===== config.mk =====
export PLATFORM = sky130hd
export DESIGN_NAME = bepr_queue
export DESIGN_NICKNAME = d
export VERILOG_FILES = /design/src/hw/rtl/bepr_pkg.sv /design/src/hw/rtl/bepr_queue.sv
export VERILOG_INCLUDE_DIRS = /design/src /design/src/hw/rtl
export SDC_FILE = /design/constraint.sdc
export NUM_CORES = 1
export LEC_CHECK = 0
export ABC_AREA = 1
export BUFFER_PORTS_ARGS = -buffer_cell sky130_fd_sc_hd__buf_2
export CORE_MARGIN = 8
export CORE_UTILIZATION = 57
export DETAILED_ROUTE_END_ITERATION = 10
export PLACE_DENSITY = 0.79
export SLEW_MARGIN = 20
export SYNTH_ARGS = -nofsm -noshare
export SYNTH_HDL_FRONTEND = slang
export SYNTH_SLANG_ARGS = --single-unit

===== constraint.sdc =====
create_clock -name i_clk -period 6.4 [get_ports i_clk]
set_clock_uncertainty 0.15 [all_clocks]
set_input_delay 0.96 -clock i_clk [delete_from_list [all_inputs] [get_ports i_clk]]
set_output_delay 0.96 -clock i_clk [all_outputs]
set_load 0.005 [all_outputs]

===== src/hw/rtl/birds_eye_pixel_remap_unit_assert.svh =====
// Assertion helpers shared by the remap unit RTL.
`ifndef BIRDS_EYE_PIXEL_REMAP_UNIT_ASSERT_SVH
`define BIRDS_EYE_PIXEL_REMAP_UNIT_ASSERT_SVH

// cond must hold at every edge outside reset
`define BEPR_ASSERT_ALWAYS(lbl, clk, rst_n, cond, msg) \
    lbl: assert property (@(posedge clk) disable iff (!rst_n) (cond)) else $error(msg);

// cons must hold in the cycle after ante
`define BEPR_ASSERT_NEXT(lbl, clk, rst_n, ante, cons, msg) \
    lbl: assert property (@(posedge clk) disable iff (!rst_n) (ante) |=> (cons)) \
        else $error(msg);

`endif


===== src/hw/rtl/bepr_pkg.sv =====
package bepr_pkg;

    localparam int IMAGE_COLS = 1920;
    localparam int IMAGE_ROWS = 1080;

    localparam int COORD_W    = 11;
    localparam int PIX_W      = 24;
    localparam int FOCAL_W    = 20;
    localparam int CFG_W      = 16;
    localparam int CFG_IDX_W  = 3;
    localparam int CFG_DATA_W = 20;

    // register indexes
    localparam logic [CFG_IDX_W-1:0] REG_FOCAL_X       = 3'd0;
    localparam logic [CFG_IDX_W-1:0] REG_FOCAL_Y       = 3'd1;
    localparam logic [CFG_IDX_W-1:0] REG_CENTER_X      = 3'd2;
    localparam logic [CFG_IDX_W-1:0] REG_CENTER_Y      = 3'd3;
    localparam logic [CFG_IDX_W-1:0] REG_VANISH_ROW    = 3'd4;
    localparam logic [CFG_IDX_W-1:0] REG_CAMERA_HEIGHT = 3'd5;
    localparam logic [CFG_IDX_W-1:0] REG_PITCH_SINE    = 3'd6;

    localparam logic [FOCAL_W-1:0] FOCAL_X_RST       = 20'd409600;
    localparam logic [FOCAL_W-1:0] FOCAL_Y_RST       = 20'd409600;
    localparam logic [CFG_W-1:0]   CENTER_X_RST      = 16'd15360;
    localparam logic [CFG_W-1:0]   CENTER_Y_RST      = 16'd8640;
    localparam logic [CFG_W-1:0]   VANISH_ROW_RST    = 16'd8640;
    localparam logic [CFG_W-1:0]   CAMERA_HEIGHT_RST = 16'd6144;
    localparam logic [CFG_W-1:0]   PITCH_SINE_RST    = 16'd2858;

    // quotient bits of the two dividers
    localparam int QB = $clog2((IMAGE_COLS > IMAGE_ROWS) ? IMAGE_COLS : IMAGE_ROWS);

    localparam int QDEPTH = 4;
    localparam int QA_W   = $clog2(QDEPTH);

    // datapath widths
    localparam int D16_W  = 16;
    localparam int DIF_W  = 17;
    localparam int B_W    = 32;
    localparam int F_W    = 36;
    localparam int FH_W   = F_W / 2;
    localparam int PR_W   = 34;
    localparam int P_W    = 57;
    localparam int CREM_W = P_W - 1;
    localparam int C100_W = 23;
    localparam int Q_W    = 43;
    localparam int QC_W   = Q_W + $clog2(IMAGE_COLS + 1);
    localparam int E_W    = 37;
    localparam int DP_W   = E_W + FH_W;
    localparam int D_W    = DP_W + FH_W;
    localparam int DL_W   = 37;
    localparam int YV_W   = 17;
    localparam int TL_W   = DL_W + YV_W;
    localparam int TH_W   = (D_W - DL_W) + YV_W;
    localparam int T_W    = 90;
    localparam int MAG_W  = 32;
    localparam int MH_W   = MAG_W + CFG_W;
    localparam int N0_W   = MH_W + FOCAL_W;
    localparam int NSH    = 17;
    localparam int N16_W  = N0_W + NSH;
    localparam int DEN_W  = D_W + 4;
    localparam int DENR_W = DEN_W + $clog2(IMAGE_ROWS + 1);
    localparam int NUM_W  = T_W + 1;

    typedef struct packed {
        logic [FOCAL_W-1:0] fx;
        logic [FOCAL_W-1:0] fy;
        logic [CFG_W-1:0]   cx;
        logic [CFG_W-1:0]   cy;
        logic [CFG_W-1:0]   vr;
        logic [CFG_W-1:0]   ch;
        logic [CFG_W-1:0]   ps;
    } t_cfg;

    typedef struct packed {
        logic                    ok;
        logic [D16_W-1:0]        d16;
        logic signed [DIF_W-1:0] du;
        logic signed [DIF_W-1:0] dv;
        logic [PIX_W-1:0]        pix;
    } t_item;

    typedef struct packed {
        logic              ok;
        logic [CREM_W-1:0] p;
        logic [Q_W-1:0]    q;
        logic [NUM_W-1:0]  num;
        logic [DEN_W-1:0]  den;
        logic [PIX_W-1:0]  pix;
    } t_mid;

endpackage


===== src/hw/rtl/bepr_queue.sv =====
module bepr_queue import bepr_pkg::*; (
    input  logic  i_clk,
    input  logic  i_rst_n,
    input  logic  i_valid,
    input  t_item i_item,
    output logic  o_ready,
    output logic  o_valid,
    output t_item o_item,
    input  logic  i_pop
);

`include "birds_eye_pixel_remap_unit_assert.svh"

    t_item           r_mem [QDEPTH];
    logic [QA_W-1:0] r_wp;
    logic [QA_W-1:0] r_rp;
    logic [QA_W:0]   r_cnt;
    logic            w_push;
    logic            w_pop;

    assign o_ready = r_cnt != (QA_W + 1)'(QDEPTH);
    assign o_valid = r_cnt != '0;
    assign w_push  = i_valid && o_ready;
    assign w_pop   = i_pop && o_valid;
    assign o_item  = r_mem[r_rp];

    always_ff @(posedge i_clk) begin
        if (!i_rst_n) begin
            r_wp  <= '0;
            r_rp  <= '0;
            r_cnt <= '0;
        end else begin
            if (w_push) begin
                r_wp <= r_wp + 1'b1;
            end
            if (w_pop) begin
                r_rp <= r_rp + 1'b1;
            end
            if (w_push && !w_pop) begin
                r_cnt <= r_cnt + 1'b1;
            end else if (w_pop && !w_push) begin
                r_cnt <= r_cnt - 1'b1;
            end
        end
    end

    always_ff @(posedge i_clk) begin
        if (w_push) begin
            r_mem[r_wp] <= i_item;
        end
    end

    `BEPR_ASSERT_ALWAYS(a_cnt_bound, i_clk, i_rst_n, r_cnt <= (QA_W + 1)'(QDEPTH), "queue overfull")
    `BEPR_ASSERT_NEXT(a_cnt_inc, i_clk, i_rst_n, w_push && !w_pop, r_cnt == $past(r_cnt) + 1'b1, "queue count did not grow")
    `BEPR_ASSERT_NEXT(a_cnt_dec, i_clk, i_rst_n, w_pop && !w_push, r_cnt == $past(r_cnt) - 1'b1, "queue count did not shrink")

endmodule


==> flow_summary.toml <==
[routing]
wl_um = 24200
avgRoutedWirePerCell_um = 19.5
drc = 0
drtIter0Drc = 569
ant_nets = 0
firstDrtPassIters = 5
num_vias = 6892
viasPerCell = 5.54

[worst_setup_path]
path_cells = "inv_6 > buf_4 > o21ai_0 > o22ai_1 > buf_2"
cpMaxStageDelayCell = "inv_6"
worstSetupPathType = "reg2out"
cp.arrival_ns = 3.06
cp_slowest_stage_delay_ns = 0.74
worstSetupStartpointType = "register"
cp.required_ns = 5.29
rr_startpoint = "r_cnt[0]"
r2r_slack_ns = 3.47
worst-path-max-fanout = 72
end_kind = "primary output"
reg2reg_to = "r_mem[0][67]"
r2r_cells = 5

[clock_tree]
tritoncts = "built"
clock_latency_ns = 0.53
clk_pin_slew_ns = 0.07
clk_path_buf_depth = 3
cts-htree-levels = 1
postCtsSetupBuffers = 0
cts_made_buffers = 29
clkSinkCount = 309
cts_resized = 0
cts_hold_buf = 0
cts-root-buf = "clkbuf_16"

[timing]
max_freq_mhz = 240
hold_violations = 0
tightest_slew_ns = 0.956
period_needed_ns = 4.17
rsz0062_at_grt = "no"
finalSetupTns_ns = 0
period_share = 0.652
slew_violations = 0
slew-limit-headroom = 0.361
setup_viol = 0

[min_path]
min_path_type = "reg2reg"
hold_path_depth = 2
holdCritStartpoint = "r_rp[1]"

[power_and_ir_drop]
power.total_uw = 5550
leakagePower_uw = 0.00485
vdd_drop_max_mv = 0.278
power.density_nw_per_um2 = 394

[global_route]
overflow = 0
antenna_found_initial = 6
grt_max_degree = 83
grt_pass1_wl_um = 37500
grt_pass1_vias = 7200
global_route.usage.total = 0.180

[yosys]
syn-instance-count = 793
synth-seq-cells = 309
synth_top_area_share = 0.738
synthTopCellsByArea = "edfxtp_1 74%, o21ai_0 5.2%, o22ai_2 4.1%"
avgSynthCellArea_um2 = 15.4
synth_nets = 878
synth_common_cells = "300 x edfxtp_1, 126 x o21ai_0, 119 x nor2_1"
ys_types = 25
yosysTopAreaCell = "edfxtp_1"
syn_area_um2 = 12200
synth.most_common_cell = "edfxtp_1"
yosysWarnings = 0
async_flop_share = 0
synth-edff-count = 300
synthFlopType = "edfxtp_1"
yosysSeqAreaShare = 0.753

[layout]
layoutNonFillerInstCount = 1243
layout-drive-gt1-share = 0.318
design_area_um2 = 14100
multi_input_area_um2 = 2640
register_area_um2 = 9190
syn_to_final_growth_pct = 15.4
nFillCells = 1426
final_util = 0.670
final_nets = 1027

[floorplanning]
die_w_um = 162
core_um2 = 21000
die_y_um = 162
dieArea_um2 = 26300
start_util = 0.581
pin_count = 156
rows = 53

[outcome]
outcome = "finished, final reports clean"

[placement]
gp_congestion = 0.737
place.detailed.hpwl_um = 13900
port_buffers = 155
dpl_cell_area_um2 = 13100
place_inst = 1186

[run]
max-cap-violations = 0
==> cell type report <==
cell class                 instances  share of cell area
inverter                          16             0.00462
multi-input combinational        420               0.188
clock buffer                      42              0.0571
timing repair buffer             166              0.0610
sequential                       309               0.653
tap                              275              0.0244
antenna                            3            0.000533
clock inverter                    12              0.0117
==> report_power, final <==
| part | leakage, uW | total (uW) | internal (uW) | switching (uW) |
|---|---|---|---|---|
| clock network | 0.000475 | 1730 | 1030 | 691 |
| logic | 0.00155 | 1270 | 460 | 807 |
| registers | 0.00282 | 2560 | 2460 | 98.8 |
==> cell families (layout without fill, tap and decap cells) <==
logic type	count (synthesis)	in the layout	synth area share
and+or+nand+nor	184	184	0.0829
other	0	3	0
DFF	309	309	0.753
AOI/OAI and AO/OA	229	229	0.124
xor gates and xnor gates	1	1	0.000718
adders and majority gates	6	6	0.00677
buffers and inverters	64	236	0.0329
==> flip-flops by register name, summed over array words and instances (netlist names), named ones only <==
register,flops
r_cnt,3
r_mem,300
r_wp,2
r_rp,2
==> cell usage in the layout (no fill, tap or decap) <==
cell type / count
nand3b_1: 1
nor2_1: 115
nor2_4: 44
clkbuf_1: 10
o22ai_1: 35
clkinv_2: 4
clkbuf_16: 29
nand2_1: 15
xor2_1: 1
edfxtp_1: 300
nand3_1: 4
bufinv_16: 4
dfxtp_1: 7
dfxtp_2: 1
inv_1: 13
fa_1: 1
o21ai_0: 126
inv_2: 2
buf_2: 155
diode_2: 3
dfxtp_4: 1
o22ai_2: 40
o21ai_2: 5
clkbuf_8: 3
inv_6: 3
nor2_2: 5
buf_4: 11
clkinv_1: 2
a21oi_1: 3
o21ai_1: 20
ha_1: 5
==> how the worst max path moves through the flow <==
stage                   from          end  slack [ns]  cells past startpoint
floorplan            i_valid  r_mem[0][0]        1.52                      2
global placement    register   o_item[32]        2.86                      5
detailed placement  register   o_item[30]        2.79                      5
global route        register   o_item[32]        2.03                      5
finish              register   o_item[32]        2.23                      5
CTS                 register   o_item[30]        2.22                      5
==> routing by layer <==
metal	global-route usage	share of wire	vias up
met4	0.0551	0.016	6
met1	0.221	0.40	3371
met2	0.308	0.50	214
met5	0	0.0012	-
met3	0.0481	0.077	33
li1	-	-	3268
==> worst max-delay path: cells and delay by family (launching register included) <==
family          cells  cell delay [ns]
flops               1             0.55
buf+inv             3             1.52
compound gates      2             0.37
==> metrics by stage <==
| step | setup WS (ns) | hold WS [ns] |
|---|---|---|
| floorplan | 1.52 | 0.315 |
| global placement | 2.86 | 0.327 |
| detailed placement | 2.79 | 0.329 |
| CTS | 2.22 | 0.339 |
| global route | 2.03 | 0.377 |
| finish | 2.23 | 0.337 |
Power figures use the tool's default switching activity.
