`src/hw/rtl/birds_eye_pixel_remap_unit_assert.svh`:
```
// Assertion helpers shared by the remap unit RTL.
`ifndef BIRDS_EYE_PIXEL_REMAP_UNIT_ASSERT_SVH
`define BIRDS_EYE_PIXEL_REMAP_UNIT_ASSERT_SVH

// cond must hold at every edge outside reset
`define BEPR_ASSERT_ALWAYS(lbl, clk, rst_n, cond, msg) \
    lbl: assert property (@(posedge clk) disable iff (!rst_n) (cond)) else $error(msg);

// cons must hold in the cycle after ante
`define BEPR_ASSERT_NEXT(lbl, clk, rst_n, ante, cons, msg) \
    lbl: assert property (@(posedge clk) disable iff (!rst_n) (ante) |=> (cons)) \
        else $error(msg);

`endif

```
`src/hw/rtl/bepr_pkg.sv`:
```
package bepr_pkg;

    localparam int IMAGE_COLS = 1920;
    localparam int IMAGE_ROWS = 1080;

    localparam int COORD_W    = 11;
    localparam int PIX_W      = 24;
    localparam int FOCAL_W    = 20;
    localparam int CFG_W      = 16;
    localparam int CFG_IDX_W  = 3;
    localparam int CFG_DATA_W = 20;

    // register indexes
    localparam logic [CFG_IDX_W-1:0] REG_FOCAL_X       = 3'd0;
    localparam logic [CFG_IDX_W-1:0] REG_FOCAL_Y       = 3'd1;
    localparam logic [CFG_IDX_W-1:0] REG_CENTER_X      = 3'd2;
    localparam logic [CFG_IDX_W-1:0] REG_CENTER_Y      = 3'd3;
    localparam logic [CFG_IDX_W-1:0] REG_VANISH_ROW    = 3'd4;
    localparam logic [CFG_IDX_W-1:0] REG_CAMERA_HEIGHT = 3'd5;
    localparam logic [CFG_IDX_W-1:0] REG_PITCH_SINE    = 3'd6;

    localparam logic [FOCAL_W-1:0] FOCAL_X_RST       = 20'd409600;
    localparam logic [FOCAL_W-1:0] FOCAL_Y_RST       = 20'd409600;
    localparam logic [CFG_W-1:0]   CENTER_X_RST      = 16'd15360;
    localparam logic [CFG_W-1:0]   CENTER_Y_RST      = 16'd8640;
    localparam logic [CFG_W-1:0]   VANISH_ROW_RST    = 16'd8640;
    localparam logic [CFG_W-1:0]   CAMERA_HEIGHT_RST = 16'd6144;
    localparam logic [CFG_W-1:0]   PITCH_SINE_RST    = 16'd2858;

    // quotient bits of the two dividers
    localparam int QB = $clog2((IMAGE_COLS > IMAGE_ROWS) ? IMAGE_COLS : IMAGE_ROWS);

    localparam int QDEPTH = 4;
    localparam int QA_W   = $clog2(QDEPTH);

    // datapath widths
    localparam int D16_W  = 16;
    localparam int DIF_W  = 17;
    localparam int B_W    = 32;
    localparam int F_W    = 36;
    localparam int FH_W   = F_W / 2;
    localparam int PR_W   = 34;
    localparam int P_W    = 57;
    localparam int CREM_W = P_W - 1;
    localparam int C100_W = 23;
    localparam int Q_W    = 43;
    localparam int QC_W   = Q_W + $clog2(IMAGE_COLS + 1);
    localparam int E_W    = 37;
    localparam int DP_W   = E_W + FH_W;
    localparam int D_W    = DP_W + FH_W;
    localparam int DL_W   = 37;
    localparam int YV_W   = 17;
    localparam int TL_W   = DL_W + YV_W;
    localparam int TH_W   = (D_W - DL_W) + YV_W;
    localparam int T_W    = 90;
    localparam int MAG_W  = 32;
    localparam int MH_W   = MAG_W + CFG_W;
    localparam int N0_W   = MH_W + FOCAL_W;
    localparam int NSH    = 17;
    localparam int N16_W  = N0_W + NSH;
    localparam int DEN_W  = D_W + 4;
    localparam int DENR_W = DEN_W + $clog2(IMAGE_ROWS + 1);
    localparam int NUM_W  = T_W + 1;

    typedef struct packed {
        logic [FOCAL_W-1:0] fx;
        logic [FOCAL_W-1:0] fy;
        logic [CFG_W-1:0]   cx;
        logic [CFG_W-1:0]   cy;
        logic [CFG_W-1:0]   vr;
        logic [CFG_W-1:0]   ch;
        logic [CFG_W-1:0]   ps;
    } t_cfg;

    typedef struct packed {
        logic                    ok;
        logic [D16_W-1:0]        d16;
        logic signed [DIF_W-1:0] du;
        logic signed [DIF_W-1:0] dv;
        logic [PIX_W-1:0]        pix;
    } t_item;

    typedef struct packed {
        logic              ok;
        logic [CREM_W-1:0] p;
        logic [Q_W-1:0]    q;
        logic [NUM_W-1:0]  num;
        logic [DEN_W-1:0]  den;
        logic [PIX_W-1:0]  pix;
    } t_mid;

endpackage

```
`src/hw/rtl/bepr_if.sv`:
```
interface bepr_in_if import bepr_pkg::*; ();
    logic               valid;
    logic               ready;
    logic [COORD_W-1:0] src_col;
    logic [COORD_W-1:0] src_row;
    logic [PIX_W-1:0]   pixel_value;

    modport source(output valid, src_col, src_row, pixel_value, input ready);
    modport sink(input valid, src_col, src_row, pixel_value, output ready);
endinterface


```
`src/hw/rtl/bepr_front.sv`:
```
module bepr_front import bepr_pkg::*; (
    input  logic     i_clk,
    input  logic     i_rst_n,
    input  t_cfg     i_cfg,
    bepr_in_if.sink  i_in,
    output logic     o_valid,
    output t_item    o_item,
    input  logic     i_ready
);

    logic                    r_valid;
    t_item                   r_item;
    t_item                   n_item;
    logic signed [DIF_W-1:0] w_d16;

    assign i_in.ready = !r_valid || i_ready;

    always_comb begin
        w_d16      = $signed({2'b00, i_in.src_row, 4'b0000}) - $signed({1'b0, i_cfg.vr});
        n_item.du  = $signed({2'b00, i_in.src_col, 4'b0000}) - $signed({1'b0, i_cfg.cx});
        n_item.dv  = $signed({1'b0, i_cfg.cy}) - $signed({2'b00, i_in.src_row, 4'b0000});
        n_item.d16 = w_d16[D16_W-1:0];
        n_item.pix = i_in.pixel_value;
        n_item.ok  = (w_d16 > 0) && (32'(i_in.src_col) < IMAGE_COLS)
                     && (32'(i_in.src_row) < IMAGE_ROWS)
                     && (i_cfg.ps != '0) && (i_cfg.fx != '0);
    end

    always_ff @(posedge i_clk) begin
        if (!i_rst_n) begin
            r_valid <= 1'b0;
        end else if (i_in.ready) begin
            r_valid <= i_in.valid;
        end
    end

    always_ff @(posedge i_clk) begin
        if (i_in.valid && i_in.ready) begin
            r_item <= n_item;
        end
    end

    assign o_valid = r_valid;
    assign o_item  = r_item;

endmodule

```
`src/flat_wrapper.sv`:
```
// flat-port wrapper written by rule: the top's interface ports become plain ports
module bepr_front_flat import bepr_pkg::*;
  (i_clk, i_rst_n, i_cfg, o_valid, o_item, i_ready, i_in_valid, i_in_src_col, i_in_src_row, i_in_pixel_value, i_in_ready);
  bepr_in_if i_in_i ();
  input  logic i_clk;
  input  logic i_rst_n;
  input  t_cfg i_cfg;
  output logic o_valid;
  output t_item o_item;
  input  logic i_ready;
  input wire logic [$bits(i_in_i.valid)-1:0] i_in_valid;
  input wire logic [$bits(i_in_i.src_col)-1:0] i_in_src_col;
  input wire logic [$bits(i_in_i.src_row)-1:0] i_in_src_row;
  input wire logic [$bits(i_in_i.pixel_value)-1:0] i_in_pixel_value;
  output wire logic [$bits(i_in_i.ready)-1:0] i_in_ready;
  assign i_in_i.valid = i_in_valid;
  assign i_in_i.src_col = i_in_src_col;
  assign i_in_i.src_row = i_in_src_row;
  assign i_in_i.pixel_value = i_in_pixel_value;
  assign i_in_ready = i_in_i.ready;
  bepr_front u_core (.i_clk(i_clk), .i_rst_n(i_rst_n), .i_cfg(i_cfg), .i_in(i_in_i), .o_valid(o_valid), .o_item(o_item), .i_ready(i_ready));
endmodule
```
`config.mk`:
```
export PLATFORM = sky130hd
export DESIGN_NAME = bepr_front_flat
export DESIGN_NICKNAME = d
export VERILOG_FILES = /design/src/hw/rtl/birds_eye_pixel_remap_unit_assert.svh /design/src/hw/rtl/bepr_pkg.sv /design/src/hw/rtl/bepr_if.sv /design/src/hw/rtl/bepr_front.sv /design/src/flat_wrapper.sv
export SDC_FILE = /design/constraint.sdc
export NUM_CORES = 1
export LEC_CHECK = 0
export ABC_CLOCK_PERIOD_IN_PS = 4050
export BUFFER_PORTS_ARGS = -buffer_cell sky130_fd_sc_hd__buf_4
export CAP_MARGIN = 20
export CORE_MARGIN = 10
export CORE_UTILIZATION = 47
export DETAILED_ROUTE_END_ITERATION = 7
export GPL_ROUTABILITY_DRIVEN = 0
export HOLD_SLACK_MARGIN = 0.06
export PLACE_DENSITY = 0.86
export SETUP_SLACK_MARGIN = 0.4
export SLEW_MARGIN = 20
export SYNTH_ARGS = -nofsm -noshare
export SYNTH_HDL_FRONTEND = slang
export SYNTH_SLANG_ARGS = --single-unit
```
`constraint.sdc`:
```
create_clock -name i_clk -period 4.05 [get_ports i_clk]
set_input_delay 0.405 -clock i_clk [delete_from_list [all_inputs] [get_ports i_clk]]
set_output_delay 0.405 -clock i_clk [all_outputs]
set_load 0.02 [all_outputs]
```
==> metrics <==
status completed; area of the multi-input gates 0.00168 sq mm; Hold Startpoint i_in_pixel_value[14]; Synth area leaders edfxtp_1, ha_1, xnor2_1; Cells after Synth 352; list of most frequent post-synthesis cells edfxtp_1, inv_1, ha_1; Setup Buffers After CTS 0; clk buf depth 2; Vias/cell 5.15; worst setup skew after layout 13.5 ps; initial core utilization 48.0%; GRT Util Overall 18.3%; Setup crit start i_in_src_row[0]; gr ovfl total 0; Filler Cell Count 610; Final period util 72.3%; RSZ-0062 raised after global routing no; Max Freq 342 MHz; H-tree depth 3; total wire length 12.7 mm; Leak 2.79 nW; detailed placement HPWL 10.5 mm; Post-Syn Area per Cell 11.8 sq um; port buffer count 210; largest net degree at the start of global routing 76; Die Y-Extent 114 um; total core area 0.00864 sq mm; Post-synth top flop edfxtp_1; min Tclk post-route 2930 ps; Post-DRT Antenna Nets 0; worst vdd ir 0.202 mV; setup slack, reg-to-reg 2380 ps; clock slew at reported path FFs 90 ps; synthesized area 0.00415 sq mm; register area 0.00227 sq mm; fin. max-slew vios 0; most frequent cell after synthesis edfxtp_1; wire per inst 18.5 um; CP Capture Type flop; Max-cap violations 0; top-level I/O count 247; CTS Hold Bufs 0; Max FO, Critical Path 4; Hold Crit Class in2reg; post-synthesis register bit count 76; P&R area growth vs syn 46.6%; CP arrival 3010 ps; Slew @ Worst Pin 978 ps; TNS Setup 0 ps; Inserted Clock Buffers 9; vias in the first global route 3,582; die area 0.0130 sq mm; pre-CTS WS 805 ps; worst r2r src u_core.o_valid; register area share after synthesis 54.8%; Final Non-Filler Cells 686; ANT cells 0; fraction of layout cells with a size suffix above 1 41.2%; FFs w/ async S/R, synth 0%; Ys Warns 0; Iter 0 DRT Violations 154; Residual DRC 0; Setup Crit Path Kind in2reg; EDFF count, synth 75; post-synth top area cell edfxtp_1; Cell Rows 34; root buf cell clkbuf_8; post-synth top area share 54.3%; first-pass GRT wire length 19.0 mm; final hold violations 0; clk sinks 76; PD cells 363 mW/mm^2; Netlist cell types 52; Worst slew margin 34.8%; Layout Nets 780; DR vias 3,530; syn_nets 559; Die Span X 114 um; Critical Path RT 4130 ps; DP Cell Count 670; antenna violations before repair 0; PostCTS Resize Cnt 0; CTS tree built; Skew-Pair Late Insertion Delay 340 ps; Final setup violation count 0; startpoint types input port; drt pass-1 iters 5; fin util 70.4%; Setup WS post-layout 1120 ps; WHS 236 ps
-- report_power, final --
part	leakage, nW	internal [W]	switching (W)
sequential	0.732	0.000960	0.0000201
combinational	1.96	0.000279	0.000310
clock	0.106	0.000349	0.000287
-- logic make-up (layout without fill, tap and decap cells) --
group | after synthesis | after routing | share of synthesized area, %
AO/OA/AOI/OAI | 70 | 70 | 11.5
buffers and inverters | 52 | 278 | 4.71
adder cells (fa/ha/maj) | 37 | 37 | 11.3
AND/OR/NAND/NOR | 89 | 89 | 11.8
flip-flops | 76 | 76 | 54.8
XOR/XNOR | 28 | 28 | 5.91
-- cell type report --
type,instances,share of cell area (%)
Sequential cell,76,37.4
Clock buffer,10,2.10
Tap cell,108,2.22
Timing Repair Buffer,210,25.9
Multi-Input combinational cell,224,27.7
Inverter,52,3.21
Clock inverter,6,1.48
-- cells in the final DEF, fill, tap and decap left out, types with 2 or more instances in the layout --
cell / count
a211oi_1: 3
a21boi_0: 2
nor4_1: 12
o21ai_0: 9
and2_4: 2
xnor2_1: 23
a21o_1: 4
a21oi_1: 17
a31o_2: 2
edfxtp_1: 75
nor2_1: 19
and2_1: 4
nor3_1: 9
clkbuf_8: 9
buf_4: 210
bufinv_16: 2
nand4_1: 2
a31oi_1: 5
nor2b_1: 2
o21bai_1: 3
inv_1: 52
o31a_1: 3
ha_1: 36
nand2_1: 13
clkinv_4: 2
o21ai_1: 6
nand2b_1: 5
o21a_1: 3
xor2_1: 5
and3_1: 4
nand3_1: 7
-- metrics by stage --
step | total power [W] | instance area (sq um)
after global placement | 0.00157 | 5860
after floorplan | 0.00131 | 4150
after CTS | 0.00222 | 6080
final | 0.00220 | 6080
after global routing | 0.00230 | 6080
after detailed placement | 0.00159 | 5860
-- registers in the layout (all words and copies together), names as in the netlist --
name,count
u_core.o_valid,1
u_core.o_item,75
-- routing by layer --
metal | vias to the layer above | wire length [um] | global-route usage (%)
li1 | 1737 | - | -
met1 | 1637 | 4980 | 20.4
met2 | 142 | 6550 | 32.8
met3 | 14 | 904 | 5.46
met4 | 0 | 246 | 5.43
met5 | - | 0 | 0
-- worst paths after layout --
check / end / cells after the start
min: u_core.o_item[14] / 1
max: u_core.o_item[74] / 10
min reg2reg: u_core.o_valid / 2
max reg2reg: u_core.o_item[64] / 2
-- worst max-delay path: stages --
cell and delay (ps):
buf_4 120, ha_1 340, nand4bb_1 180, a2111oi_2 370, o21a_2 220, o21ai_1 100
a31oi_1 280, xor2_1 140, or4_1 530, o41a_1 310
Note: power is estimated with default switching activity, not from simulation.
